==> config.mk <==
export PLATFORM = sky130hd
export DESIGN_NAME = bgi_alu
export DESIGN_NICKNAME = d
export VERILOG_FILES = /design/src/design/bgi_pkg.sv /design/src/design/bgi_alu.sv
export SDC_FILE = /design/constraint.sdc
export NUM_CORES = 2
export LEC_CHECK = 0
export BUFFER_PORTS_ARGS = -buffer_cell sky130_fd_sc_hd__buf_2
export CAP_MARGIN = 20
export CORE_MARGIN = 5
export CORE_UTILIZATION = 45
export CTS_CLUSTER_DIAMETER = 200
export DETAILED_ROUTE_END_ITERATION = 16
export PLACE_DENSITY = 0.65
export SYNTH_ARGS = -nofsm -noshare
export SYNTH_HDL_FRONTEND = slang
export SYNTH_SLANG_ARGS = --single-unit
export TNS_END_PERCENT = 5
==> constraint.sdc <==
create_clock -name clock -period 10.4 [get_ports clock]
set_input_delay 2.08 -clock clock [delete_from_list [all_inputs] [get_ports clock]]
set_output_delay 2.08 -clock clock [all_outputs]
set_load 0.05 [all_outputs]
==> src/design/bgi_pkg.sv <==
// Shared types and codes of the bilinear grid interpolator.
package bgi_pkg;

   // Request commands.
   typedef enum logic [1:0] {
      CMD_WRITE_ROW    = 2'd0,
      CMD_WRITE_COLUMN = 2'd1,
      CMD_WRITE_VALUE  = 2'd2,
      CMD_QUERY        = 2'd3
   } cmd_type;

   // Configuration register indexes.
   localparam int CSR_INDEX_W = 1;
   localparam logic [CSR_INDEX_W-1:0] CSR_ROWS_IN_USE    = 1'b0;
   localparam logic [CSR_INDEX_W-1:0] CSR_COLUMNS_IN_USE = 1'b1;

   // Query sequencer states.
   typedef enum logic [3:0] {
      ST_IDLE,
      ST_SCAN_ROW,
      ST_SCAN_COL,
      ST_WEIGHTS,
      ST_RD_LO,
      ST_RD_HI,
      ST_MUL_HI,
      ST_ADD,
      ST_DIV_GO,
      ST_DIV_WAIT,
      ST_RESPOND
   } state_type;

   // Which blend the shared unit works on.
   typedef enum logic [1:0] {
      PASS_COL_LO,
      PASS_COL_HI,
      PASS_FINAL
   } pass_type;

   typedef enum logic [1:0] {
      ACC_HOLD,
      ACC_LOAD,
      ACC_ADD
   } acc_op_type;

   // Commands from the sequencer to the arithmetic unit.
   typedef struct packed {
      logic       mul;
      acc_op_type acc_op;
      logic       div_go;
   } alu_ctl_type;

   // Bound search status.
   typedef struct packed {
      logic have_lo;
      logic have_hi;
   } bound_flags_type;

endpackage

==> src/design/bgi_alu.sv <==
// Shared arithmetic unit: weight multiply, accumulate and bit-serial divide.
module bgi_alu #(
   parameter int COORD_WIDTH = 16,
   parameter int VALUE_WIDTH = 32
) (
   input  logic                          clock,
   input  logic                          reset,
   input  bgi_pkg::alu_ctl_type          ctl,
   input  logic [COORD_WIDTH-1:0]        weight,
   input  logic signed [VALUE_WIDTH-1:0] value,
   input  logic [COORD_WIDTH-1:0]        divisor,
   output logic                          div_done,
   output logic signed [VALUE_WIDTH-1:0] quotient
);
   import bgi_pkg::*;

   localparam int PW   = COORD_WIDTH + VALUE_WIDTH + 1;
   localparam int AW   = PW + 1;
   localparam int CNTW = $clog2(VALUE_WIDTH + 1);

   logic signed [PW-1:0]    prod_ff;
   logic signed [PW-1:0]    prod_in;
   logic signed [AW-1:0]    acc_ff;
   logic signed [AW-1:0]    acc_in;
   logic [AW-1:0]           mag;
   logic [COORD_WIDTH-1:0]  rem_ff;
   logic [VALUE_WIDTH-1:0]  quo_ff;
   logic                    neg_ff;
   logic [CNTW-1:0]         cnt_ff;
   logic                    busy_ff;
   logic                    done_ff;
   logic [COORD_WIDTH:0]    cand;
   logic [COORD_WIDTH:0]    diff;
   logic                    fits;

   assign prod_in = ctl.mul ? ($signed({1'b0, weight}) * value) : prod_ff;

   always_comb begin
      case (ctl.acc_op)
         ACC_LOAD: acc_in = AW'(prod_ff);
         ACC_ADD:  acc_in = acc_ff + AW'(prod_ff);
         default:  acc_in = acc_ff;
      endcase
   end

   always_ff @(posedge clock) begin
      prod_ff <= prod_in;
      acc_ff  <= acc_in;
   end

   // Magnitude divide; the quotient of a blend always fits VALUE_WIDTH bits,
   // so the upper part of the dividend starts out below the divisor.
   assign mag  = acc_ff[AW-1] ? AW'(-acc_ff) : AW'(acc_ff);
   assign cand = {rem_ff, quo_ff[VALUE_WIDTH-1]};
   assign fits = cand >= {1'b0, divisor};
   assign diff = cand - {1'b0, divisor};

   always_ff @(posedge clock) begin
      if (ctl.div_go) begin
         neg_ff <= acc_ff[AW-1];
         rem_ff <= mag[VALUE_WIDTH +: COORD_WIDTH];
         quo_ff <= mag[VALUE_WIDTH-1:0];
      end else if (busy_ff) begin
         rem_ff <= fits ? diff[COORD_WIDTH-1:0] : cand[COORD_WIDTH-1:0];
         quo_ff <= {quo_ff[VALUE_WIDTH-2:0], fits};
      end
   end

   always_ff @(posedge clock) begin
      if (reset) begin
         busy_ff <= 1'b0;
         done_ff <= 1'b0;
         cnt_ff  <= '0;
      end else begin
         done_ff <= busy_ff && (cnt_ff == CNTW'(1));
         if (ctl.div_go) begin
            busy_ff <= 1'b1;
            cnt_ff  <= CNTW'(VALUE_WIDTH);
         end else if (busy_ff) begin
            cnt_ff <= cnt_ff - CNTW'(1);
            if (cnt_ff == CNTW'(1)) begin
               busy_ff <= 1'b0;
            end
         end
      end
   end

   // Truncate toward zero: divide magnitudes, then restore the sign.
   assign quotient = neg_ff ? -$signed(quo_ff) : $signed(quo_ff);
   assign div_done = done_ff;

endmodule

* Word level (Yosys, flattened, before mapping)
Index checks and enable logic that the tools add are counted.
W data, S select, Z words.
** Operators by class
- Mux-type cells :: 13
- Multipliers :: 1
- Eq/ne operators :: 3
- Reductions and logical operators :: 4
- Add/subtract/negate cells :: 5
- $lt $le $gt $ge :: 1
** Operators with widths (count)
- $pmux W50 S2 :: 1
- $mux W32 :: 3
- $add A50 B49 Y50 :: 1
- $mul A17 B32 Y49 :: 1
- $mux W16 :: 3
- $mux W48 :: 1
- $neg A48 Y48 :: 1
- $neg A32 Y32 :: 1
- $ge A17 B16 Y1 :: 1
- $sub A16 B16 Y16 :: 1
- $mux W6 :: 2
- $eq A6 B1 Y1 const B :: 1
- $sub A6 B1 Y6 const B :: 1
- $reduce_bool A2 Y1 :: 2
- $mux W1 :: 3
- $eq A2 B1 Y1 const B :: 1
- $eq A2 B2 Y1 const B :: 1
- $reduce_or A2 Y1 :: 1
- $logic_and A1 B1 Y1 :: 1
** Word-level totals
- Register bits after elaboration :: 156
- Input port bits :: 70
- Output and inout port bits :: 33
- Word-level logic and storage cells :: 36

* Depth between registers and ports, before layout
- Depth after elaboration :: 4
- Gate-level depth with buffers :: 26
- Mapped depth without buffers :: 24

* Worst setup path before layout
Ideal clock, no wire load.
- Path type :: input port to flip-flop
- Start point :: input value[14]
- End point :: register prod_ff[47] (data pin)
- Stages :: 23
- Data arrival time :: 7.954 ns
- Library setup time :: 0.259 ns
- Buffers on the path :: 2
- Required time :: 10.141 ns
- Setup slack :: 2.187 ns
- Path through :: clkbuf_1 > and2_1 > fa_1 > inv_1 > fa_1 > fa_1 > inv_1 > fa_1 > fa_1 > inv_1 > fa_1 > inv_1 > ha_1 > clkbuf_1 > and3_1 > nand3_1 > or2_2 > o211ai_1 > o211ai_1 > o31a_1 > nor3_1 > o21ai_0 > xnor2_1
** Between the ends
- Word-level cells in the longest chain between the ends :: 1
** RTL lines
- start, declared :: line bgi_alu.sv:10 : input logic signed [VALUE_WIDTH-1:0] value,
- $mul A17 B32 Y49 :: line bgi_alu.sv:36 : assign prod_in = ctl.mul ? ($signed({1'b0, weight}) * value) : prod_ff;
- end signal, assigned :: line bgi_alu.sv:47 : prod_ff <= prod_in;
- end, declared :: line bgi_alu.sv:21 : logic signed [PW-1:0] prod_ff;
Every way passes these cells.
A chain may end at the register's enable or synchronous reset.

* Worst setup path in the final report
- Start point :: input weight[4]
- End point :: register prod_ff[47] (data pin)
** Between the ends
- Word-level cells in the longest chain between the ends :: 1
** RTL lines
- start, declared :: line bgi_alu.sv:9 : input logic [COORD_WIDTH-1:0] weight,
- $mul A17 B32 Y49 :: line bgi_alu.sv:36
Every way passes these cells.

==> summary.txt <==
Worst setup path
  – CP startpoint kind: primary input
  – Worst Path Arrival: 8.77 ns
  – Crit path cell chain: buf_2 -> nand2_1 -> fa_1 -> fa_1 -> fa_1 -> inv_1 -> fa_1 -> fa_1 -> inv_1 -> fa_1 -> inv_1 -> ha_1 -> and3_1 -> nand3_1 -> or2_2 -> o211ai_1 -> o211ai_1 -> o31a_1 -> nor3_1 -> o21ai_0 -> xnor2_1
  – Crit path capture type: register
  – Top Family by Delay on Critical Path: adder cells
  – CP Class: in2reg
  – Buffers & Inverters on Critical Path: 4
  – Worst path max stage delay: 0.59 ns
  – Crit-path max FO: 32
  – Worst path slowest cell: buf_2
  – Most frequent CP cell: fa_1
  – Worst Path Required: 10.59 ns

Die
  – Site Rows: 93
  – Initial Util: 0.456
  – Die Wd: 266 um
  – DIE AREA: 70600 um^2
  – Core Area: 64600 um^2
  – IO Pins: 103
  – DIE HEIGHT: 266 um

GRT
  – Initial antenna violation count: 1
  – Overflow after GRT: 0
  – First-pass GRT wire length: 117000 um
  – Vias in the first global route: 22033
  – Largest net degree at the start of global routing: 94
  – Global Route Usage Sum: 0.203

Routing
  – Antenna Violating Nets Remaining: 0
  – DRC Markers: 0
  – Initial DRC Count: 1251
  – Drt first pass iters: 5
  – Avg WL per Cell: 17.2 um
  – Total number of vias: 21254
  – Vias per Instance: 5.19
  – WL final: 70600 um

STA
  – RSZ-0062 raised after global routing: false
  – Max transition margin: 0.325
  – Setup TNS: 0 ns
  – Fmax achieved: 117 MHz
  – Final Hold Violating Endpoints: 0
  – Final setup vio count: 0
  – Final Slew Violations: 0
  – Worst Skew: 0.0143 ns
  – Worst-Margin Slew: 1.01 ns
  – Fin crit share: 0.825
  – Minimum clock period: 8.58 ns
  – Worst hold slack: 0.512 ns

Yosys
  – Synth Register Bits: 156
  – Post-synth net total: 3987
  – Synth warnings: 0
  – Syn Inst Count: 3239
  – Mapped Area: 29400 um^2
  – Ys async rst share: 0
  – Syn Area/Cell: 9.09 um^2
  – Ys flop type: edfxtp_1
  – EDFF count, synth: 148
  – Unique masters post-synth: 69
  – Seq/Total Area, Yosys: 0.156

Clock tree
  – H-tree depth: 4
  – Post-CTS setup buffers: 0
  – Clock Pin Slew Worst Setup and Hold Paths: 0.07 ns
  – CTS Hold Bufs: 0
  – Clock Path Buffers: 2
  – Root Driver: clkbuf_16
  – CTS tree: built
  – TritonCTS Sinks: 156
  – CTS Buf Count: 17
  – Skew-Pair Late Insertion Delay: 0.44 ns
  – Post_cts resized: 0

Finish
  – Final #Nets: 3979
  – Footprint of the multi-input gates: 21900 um^2
  – Fillers: 6167
  – Synth-to-layout area growth: 5.93%
  – Commonest non-fill, non-tap cell in the layout: inv_1
  – Final Core Density: 0.483
  – Sequential Area: 4600 um^2
  – Share of layout cells above drive strength 1: 0.0632
  – Most frequent cells in the layout: inv_1 (647), fa_1 (491), nand2_1 (396)
  – Ant diodes: 0

Job
  – Max-cap violations: 0

Worst hold path
  – Worst hold path class: reg2reg

Outcome
  – Status: finished clean

Place
  – HPWL after DPL: 55100 um
  – GP Congestion: 0.888
  – IO Port Bufs: 102
[cell type report]
cell class | instances | share of cell area
Clock buffer | 17 | 0.0136
Clock inverter | 15 | 0.00574
Inverter | 649 | 0.0781
Multi-Input combinational cell | 2296 | 0.702
Sequential cell | 156 | 0.148
Tap cell | 855 | 0.0343
Timing Repair Buffer | 111 | 0.0185
[per-stage QoR]
stage	instances	setup slack, ns	cell area, um^2
4_1_cts	4099	1.82	31200
3_5_place_dp	4067	1.33	30600
2_1_floorplan	3239	2.19	29400
5_1_grt	4099	1.48	31200
3_3_place_gp	4067	1.50	30600
6_report	4099	1.82	31200
[sequential cells by signal, summed over array words and instances, names as in the netlist]
register / cells
prod_ff: 49
rem_ff: 16
div_done: 1
neg_ff: 1
busy_ff: 1
quo_ff: 32
cnt_ff: 6
acc_ff: 50
[synthesized netlist by cell type (31+ instances only)]
cell type,number,area share
xnor2_1,109,0.032
mux2_2,36,0.014
edfxtp_1,148,0.15
nand3_1,31,0.0053
nor3_1,34,0.0058
o21ai_0,77,0.013
ha_1,187,0.079
clkbuf_1,134,0.017
nand2_1,396,0.050
inv_1,648,0.083
a21o_1,42,0.011
nor2_1,99,0.013
xor2_1,66,0.020
fa_1,491,0.33
and2_1,242,0.051
a21oi_1,143,0.024
[worst paths after layout]
path                                              from                     end  slack (ns)  depth (start not counted)
worst max-delay path                         weight[4]   prod_ff[47]$_DFFE_PP_        1.82                         21
worst min-delay path            cnt_ff[1]$_SDFFE_PP0P_  cnt_ff[1]$_SDFFE_PP0P_        0.51                          2
worst max register to register     acc_ff[1]$_DFFE_PP_    acc_ff[38]$_DFFE_PP_        6.09                         11
worst min register to register  cnt_ff[1]$_SDFFE_PP0P_  cnt_ff[1]$_SDFFE_PP0P_        0.51                          2
[per-layer routing]
| layer | routed length [um] | track usage |
|---|---|---|
| met5 | 13 | 0 |
| met4 | 1310 | 0.0417 |
| met3 | 4610 | 0.0335 |
| met2 | 31500 | 0.321 |
| met1 | 33100 | 0.298 |
[worst reg2reg max path, stage by stage, from the launching register on]
cell and delay [ns]:
edfxtp_1 0.46, inv_1 0.17, fa_1 0.45, nor2b_1 0.17, o31ai_1 0.17, a22o_1 0.26, o31ai_1 0.60, a41oi_1 0.40
nor4_1 0.72, o21ai_0 0.23, xnor2_1 0.16, mux2_2 0.28
[cells by family (layout without fill, tap and decap cells)]
logic type	after synthesis	in the layout	share of synthesized area
simple gates	933	933	0.156
buf+inv	787	792	0.101
fa+ha+maj	678	678	0.413
compound gates	447	447	0.0990
xor+xnor	175	175	0.0521
flops	156	156	0.156
mux	63	63	0.0230
Power is left out: the tool's default activity adds up to more than one toggle a clock period on the data nets, which glitch-free logic cannot reach.
