<file path="src/design/bgi_pkg.sv">
// Shared types and codes of the bilinear grid interpolator.
package bgi_pkg;

   // Request commands.
   typedef enum logic [1:0] {
      CMD_WRITE_ROW    = 2'd0,
      CMD_WRITE_COLUMN = 2'd1,
      CMD_WRITE_VALUE  = 2'd2,
      CMD_QUERY        = 2'd3
   } cmd_type;

   // Configuration register indexes.
   localparam int CSR_INDEX_W = 1;
   localparam logic [CSR_INDEX_W-1:0] CSR_ROWS_IN_USE    = 1'b0;
   localparam logic [CSR_INDEX_W-1:0] CSR_COLUMNS_IN_USE = 1'b1;

   // Query sequencer states.
   typedef enum logic [3:0] {
      ST_IDLE,
      ST_SCAN_ROW,
      ST_SCAN_COL,
      ST_WEIGHTS,
      ST_RD_LO,
      ST_RD_HI,
      ST_MUL_HI,
      ST_ADD,
      ST_DIV_GO,
      ST_DIV_WAIT,
      ST_RESPOND
   } state_type;

   // Which blend the shared unit works on.
   typedef enum logic [1:0] {
      PASS_COL_LO,
      PASS_COL_HI,
      PASS_FINAL
   } pass_type;

   typedef enum logic [1:0] {
      ACC_HOLD,
      ACC_LOAD,
      ACC_ADD
   } acc_op_type;

   // Commands from the sequencer to the arithmetic unit.
   typedef struct packed {
      logic       mul;
      acc_op_type acc_op;
      logic       div_go;
   } alu_ctl_type;

   // Bound search status.
   typedef struct packed {
      logic have_lo;
      logic have_hi;
   } bound_flags_type;

endpackage

</file>
<file path="src/design/bgi_scan.sv">
// Bound search unit: tracks nearest lower and upper grid coordinates of a query.
module bgi_scan #(
   parameter int COORD_WIDTH = 16,
   parameter int INDEX_WIDTH = 4
) (
   input  logic                          clock,
   input  logic                          reset,
   input  logic                          clear,
   input  logic                          step,
   input  logic [INDEX_WIDTH-1:0]        elem_index,
   input  logic signed [COORD_WIDTH-1:0] elem_coord,
   input  logic signed [COORD_WIDTH-1:0] query,
   output bgi_pkg::bound_flags_type      flags,
   output logic [INDEX_WIDTH-1:0]        lo_index,
   output logic [INDEX_WIDTH-1:0]        hi_index,
   output logic signed [COORD_WIDTH-1:0] lo_coord,
   output logic signed [COORD_WIDTH-1:0] hi_coord
);
   import bgi_pkg::*;

   logic                          have_lo_ff;
   logic                          have_hi_ff;
   logic [INDEX_WIDTH-1:0]        lo_index_ff;
   logic [INDEX_WIDTH-1:0]        hi_index_ff;
   logic signed [COORD_WIDTH-1:0] lo_coord_ff;
   logic signed [COORD_WIDTH-1:0] hi_coord_ff;
   logic                          take_lo;
   logic                          take_hi;

   // Strict compares keep the lowest index among equal coordinates.
   assign take_lo = step && (elem_coord <= query) && (!have_lo_ff || (lo_coord_ff < elem_coord));
   assign take_hi = step && (elem_coord >= query) && (!have_hi_ff || (hi_coord_ff > elem_coord));

   always_ff @(posedge clock) begin
      if (reset || clear) begin
         have_lo_ff <= 1'b0;
         have_hi_ff <= 1'b0;
      end else begin
         if (take_lo) begin
            have_lo_ff <= 1'b1;
         end
         if (take_hi) begin
            have_hi_ff <= 1'b1;
         end
      end
   end

   always_ff @(posedge clock) begin
      if (take_lo) begin
         lo_index_ff <= elem_index;
         lo_coord_ff <= elem_coord;
      end
      if (take_hi) begin
         hi_index_ff <= elem_index;
         hi_coord_ff <= elem_coord;
      end
   end

   assign flags.have_lo = have_lo_ff;
   assign flags.have_hi = have_hi_ff;
   assign lo_index      = lo_index_ff;
   assign hi_index      = hi_index_ff;
   assign lo_coord      = lo_coord_ff;
   assign hi_coord      = hi_coord_ff;

endmodule

</file>
<file path="config.mk">
export PLATFORM = sky130hd
export DESIGN_NAME = bgi_scan
export DESIGN_NICKNAME = d
export VERILOG_FILES = /design/src/design/bgi_pkg.sv /design/src/design/bgi_scan.sv
export SDC_FILE = /design/constraint.sdc
export NUM_CORES = 1
export LEC_CHECK = 0
export ABC_AREA = 0
export BUFFER_PORTS_ARGS = -buffer_cell sky130_fd_sc_hd__buf_2
export CORE_AREA = 4 4 75 77
export CTS_CLUSTER_DIAMETER = 80
export DETAILED_ROUTE_END_ITERATION = 12
export DIE_AREA = 0 0 79 81
export GPL_ROUTABILITY_DRIVEN = 0
export GPL_TIMING_DRIVEN = 0
export PLACE_DENSITY = 0.83
export SYNTH_ARGS = -nofsm -noshare
export SYNTH_HDL_FRONTEND = slang
export SYNTH_SLANG_ARGS = --single-unit
</file>
<file path="constraint.sdc">
create_clock -name clock -period 5.15 [get_ports clock]
set_input_delay 0 -clock clock [delete_from_list [all_inputs] [get_ports clock]]
set_output_delay 0 -clock clock [all_outputs]
set_load 0.005 [all_outputs]
</file>
# Yosys cells after proc, flatten, opt, wreduce, memory -nomap -nowiden
# Cells that the tools add are included.
[totals]
ff_bits = 42
in_bits = 40
output_inout_bits = 42
wordCells = 19
[op_classes]
order_cmp = 4
n_reduce_logical = 9
[ops]
columns = ["op", "count"]
rows = [
  ["greater-or-equal comparator 16 bit", 1],
  ["greater-than comparator 16 bit", 1],
  ["<= comparator 16 bit", 1],
  ["less-than comparator 16 bit", 1],
  ["logical AND 1 bit", 4],
  ["logical OR 1 bit", 3],
  ["zero test 1 bit", 2],
]

# Logic depth before layout (Yosys ltp)
[logic_depth]
depth_word = 3
mapped_depth = 7

# Worst setup path after synthesis
# Ideal clock, no wire load.
[synth_path]
kind = "reg-to-reg"
startpoint = "register lo_coord_ff[9], in the netlist lo_coord[9]"
endpoint = "register lo_coord_ff[0], in the netlist lo_coord[0] (enable)"
setup_ps = 435
arrival_time_ps = 3174
path_slack_ps = 1541
stages_incl_launch_ff = 7
path_buffers = 0
synth_period_minus_slack_ps = 3609
path_cell_list = "edfxtp_1 > ha_1 > a211oi_2 > nor3_1 > a2111o_1 > a21o_1 > a311oi_1"
[synth_between]
elab_chain_len = 3
[synth_lines]
columns = ["item", "line_no", "rtl"]
rows = [
  ["from (decl)", "bgi_scan.sv:25", "logic signed [COORD_WIDTH-1:0] lo_coord_ff;"],
  ["from (signal assigned)", "bgi_scan.sv:51", "lo_coord_ff <= elem_coord;"],
  ["less-than comparator 16 bit", "bgi_scan.sv:31", "assign take_lo = step && (elem_coord <= query) && (!have_lo_ff || (lo_coord_ff < elem_coord));"],
  ["logical OR 1 bit", "bgi_scan.sv:31", ""],
  ["logical AND 1 bit", "bgi_scan.sv:31", ""],
  ["net take_lo", "bgi_scan.sv:27", "logic take_lo;"],
]
# The timed path passes the listed nets, and every way through them passes these cells.
# A chain may end at the register's enable or synchronous reset.

# Worst setup path in the final report
[layout_path]
startpoint = "input port elem_coord[7]"
endpoint = "register hi_coord_ff[5], in the netlist hi_coord[5] (enable)"
[layout_between]
elab_chain_len = 3
word_cells_on_any_way = 5
classes_between = "order compare (2); reduce/logical (3)"
[layout_lines]
columns = ["item", "line_no", "rtl"]
rows = [
  ["from (decl)", "bgi_scan.sv:11", "input logic signed [COORD_WIDTH-1:0] elem_coord,"],
  ["greater-or-equal comparator 16 bit or greater-than comparator 16 bit (tied branches)", "bgi_scan.sv:32", "assign take_hi = step && (elem_coord >= query) && (!have_hi_ff || (hi_coord_ff > elem_coord));"],
  ["logical AND 1 bit or logical OR 1 bit (tied branches)", "bgi_scan.sv:32", ""],
  ["logical AND 1 bit (*)", "bgi_scan.sv:32", ""],
  ["net take_hi", "bgi_scan.sv:28", "logic take_hi;"],
  ["to (signal assigned)", "bgi_scan.sv:55", "hi_coord_ff <= elem_coord;"],
  ["to (decl)", "bgi_scan.sv:26", "logic signed [COORD_WIDTH-1:0] hi_coord_ff;"],
]
# Mark *: on every way through the listed nets, which the timed path passes. The rest lies on a longest branch.

==> metrics.md <==
| Metric | Value |
|---|---|
| Status | finished clean |
| Post-CTS Resized | 0 |
| Met3 WL post-DR | 323 µm |
| Num CTS Buffers | 5 |
| Skew final | around 9.4 ps |
| Synth top area share | 0.483 |
| Global-route wire length before repair | 9540 µm |
| Share of cells above drive strength 1 | 0.284 |
| Dominant cell by count in the synthesized netlist | ha_1 |
| Maximum vdd drop | 0.000120 V |
| Final hold violation count | 0 |
| Synthesized-area fraction occupied by adder cells | 0.237 |
| Hold depth | 3 |
| CP Launch Type | input port |
| Crit-path max FO | 20 |
| RSZ-0062 raised after global routing | false |
| Hold Path Sink | have_lo_ff$_SDFFE_PP0P_ |
| Library cells used by synthesis | 32 |
| Reg-to-reg startpoint | lo_coord[15]$_DFFE_PP_ |
| Tot Pwr | 793 µW |
| H-tree levels | 2 |
| Slowest CP cell | o211a_1 |
| Synthesized cell area | about 2500 µm² |
| Metal2 WL | 2940 µm |
| ANT cells | 0 |
| Largest net degree at the start of global routing | 21 |
| DRC | 0 |
| Synth Flop Type | edfxtp_1 |
| Post-CTS Setup Bufs | 0 |
| Synthesized net count | 302 |
| Clk sink count | between 40 and 50 |
| Synth area leader | edfxtp_1 |
| Clock slew at reported path FFs | 70 ps |
| Max-slew violations | 0 |
| Yosys reg bits | 42 |
| Worst hold margin | 15.5 ps |
| Crit path max-delay family | compound AO/OA/AOI/OAI gates |
| Layout fillers | 420 |
| Worst Path Class, Setup | in2reg |
| PortBufs | 81 |
| Hold Crit Class | in2reg |
| CP cell instances | dlygate4sd3_1 -> buf_2 -> ha_1 -> nand4_1 -> o221ai_1 -> a221oi_1 -> a311oi_1 -> o211a_1 |
| YS warnings | 0 |
| Mapped Cells | ~220 |
| Post-place instance area | between 3000 and 4000 µm² |
| Dpl cells | 367 |
| Post-Layout Inst Area | 3320 µm² |
| Worst slew pin tran | 853 ps |
| Worst EP arrival | 2890 ps |
| Fmax achieved | 337 MHz |
| DIE AREA | 6400 µm² |
| Synth cell count leaders | 47 x ha_1, 40 x edfxtp_1, 39 x inv_1 |
| Non-filler cells, final | 397 |
| Leakage | 1.57 nW |
| Worst-case clock buffer depth | 2 |
| ANT nets after route | 0 |
| Fin nets | a little over 400 |
| Average size of a mapped cell | 11.6 µm² |
| Metal-1 WL | about 2500 µm |
| Crit path largest cell delay | 790 ps |
| Starting Density | 0.496 |
| Vias after detailed routing | 2027 |
| Reg2Reg Setup Slack | 2250 ps |
| Clk_lat worst skew | 300 ps |
| Max-cap violations | 0 |
| Number of flops mapped to enable cells by yosys | 40 |
| Final cycle utilization of the critical path | 0.576 |
| Vias in the first global route | between 2000 and 2500 |
| Main combinational cell family by area after synthesis | adder cells |
| Clk Tree Root Cell | clkbuf_8 |
| Pwr Density | 239 nW/µm² |
| Die height | approximately 81 µm |
| WL/cell | 14.9 µm |
| Die Wd | between 70 and 80 µm |
| Share of the yosys chip area belonging to registers | 0.499 |
| Post-synthesis mux area share | 0 |
| R2r endpoint | lo_coord[7]$_DFFE_PP_ |
| Synth Area in Compound Gates | 0.109 |
| Highest Signal Layer | met4 |
| Ports | 82 |
| CP required | 5070 ps |
| DR vias/cell | around 5.1 |
| Startpoint of the worst hold path | reset |
| Global-route usage over all layers | 0.197 |
| Initial antenna violation count | 0 |
| Post-synthesis xor/xnor area fraction | 0 |
| Hold buffer count at CTS | 22 |
| Tmin final | 2970 ps |
| Buf/Inv on CP | 2 |
| Final Setup Violations | 0 |
| Synth top area cells | edfxtp_1 48%, ha_1 24%, inv_1 5.9%, a21oi_1 3.6%, nand4_1 2.0% |
| Core area | 5010 µm² |
| Core Rows | 26 |
| TritonRoute pass-1 iters | 4 |
| Slew headroom | 0.431 |
| Worst path depth | 8 |
| CTS tree | yes |
| Reg2reg path depth | 7 |
| Ys async rst share | 0 |
| Detail Placement HPWL | 4590 µm |
| Worst setup EP type | flip-flop |
| Total negative slack | 0 ps |
| P&R area growth vs syn | 33.4% |
| WL final | 5900 µm |
| Initial DRC Count | 65 |
| Post-synthesis simple-gate area fraction | 0.0906 |
| Total gr overflow | 0 |
-- tightest hold or removal path: stages --
cell	delay [ps]
buf_2	80
nor2_1	50
a21boi_0	120
-- placed cells by master, fill, tap and decap left out, types with 2 or more instances in the layout --
| cell | instances |
|---|---|
| nand2b_1 | 4 |
| o21ai_0 | 7 |
| nor2_1 | 9 |
| inv_1 | 39 |
| nand4_1 | 8 |
| o21a_1 | 2 |
| dfxtp_1 | 2 |
| edfxtp_1 | 40 |
| buf_2 | 81 |
| clkbuf_8 | 5 |
| dlygate4sd3_1 | 22 |
| buf_4 | 2 |
| clkbuf_1 | 2 |
| a21oi_1 | 18 |
| nand2_1 | 11 |
| ha_1 | 47 |
| a21o_1 | 2 |
| nor4_1 | 4 |
| nor3_1 | 2 |
-- registers in the layout, summed over array words and instances, names as in the netlist --
| register | flops |
|---|---|
| hi_coord | 16 |
| lo_coord | 16 |
| hi_index | 4 |
| lo_index | 4 |
| have_hi_ff | 1 |
| have_lo_ff | 1 |
-- layer usage --
metal  global-route usage  vias to the layer above
met2                0.348                       81
li1                     -                     1006
met3               0.0399                       14
met5                    0                        -
met4               0.0893                        0
met1                0.231                      926
-- stage by stage --
| step | utilization | setup slack (ps) |
|---|---|---|
| global route | 0.662 | 2000 |
| finish | 0.662 | 2180 |
| floorplan | - | 1540 |
| detailed placement | 0.601 | 2290 |
| CTS | 0.662 | 2230 |
| global placement | 0.595 | 643 |
-- how the worst max path moves through the flow --
stage                                  endpoint  slack, ps              startpoint
after floorplan           lo_coord[0]$_DFFE_PP_       1540   lo_coord[9]$_DFFE_PP_
after global placement    lo_index[2]$_DFFE_PP_        640   lo_coord[9]$_DFFE_PP_
after detailed placement  lo_coord[1]$_DFFE_PP_       2290  lo_coord[15]$_DFFE_PP_
after CTS                 lo_coord[7]$_DFFE_PP_       2230          elem_coord[15]
after global routing      hi_coord[6]$_DFFE_PP_       2000           elem_coord[7]
final                     hi_coord[5]$_DFFE_PP_       2180           elem_coord[7]
-- final cells by class --
| cell class | count | area (µm²) | share of cell area |
|---|---|---|---|
| flip-flops and latches | 42 | 1240 | 0.374 |
| multi-input cells | 132 | 1100 | 0.332 |
| repair buffers | 104 | 641 | 0.193 |
| inverters | 39 | 146 | 0.0442 |
| well taps | 70 | 87.6 | 0.0264 |
| clock buffers | 7 | 76.3 | 0.0230 |
| plain buffers | 2 | 15.0 | 0.00453 |
| clock inverters | 1 | 7.51 | 0.00226 |
-- report_power, final --
part | switching (mW) | internal, mW | total (mW)
registers | 0.0110 | 0.403 | 0.414
clock network | 0.113 | 0.0960 | 0.209
logic | 0.0914 | 0.0790 | 0.170
-- logic make-up (layout without fill, tap and decap cells) --
kind of cell | count (synthesis) | after routing
fa+ha+maj | 47 | 47
simple gates | 43 | 43
buf+inv | 41 | 153
compound gates | 42 | 42
flops | 42 | 42
(Power assumes the default switching activity.)
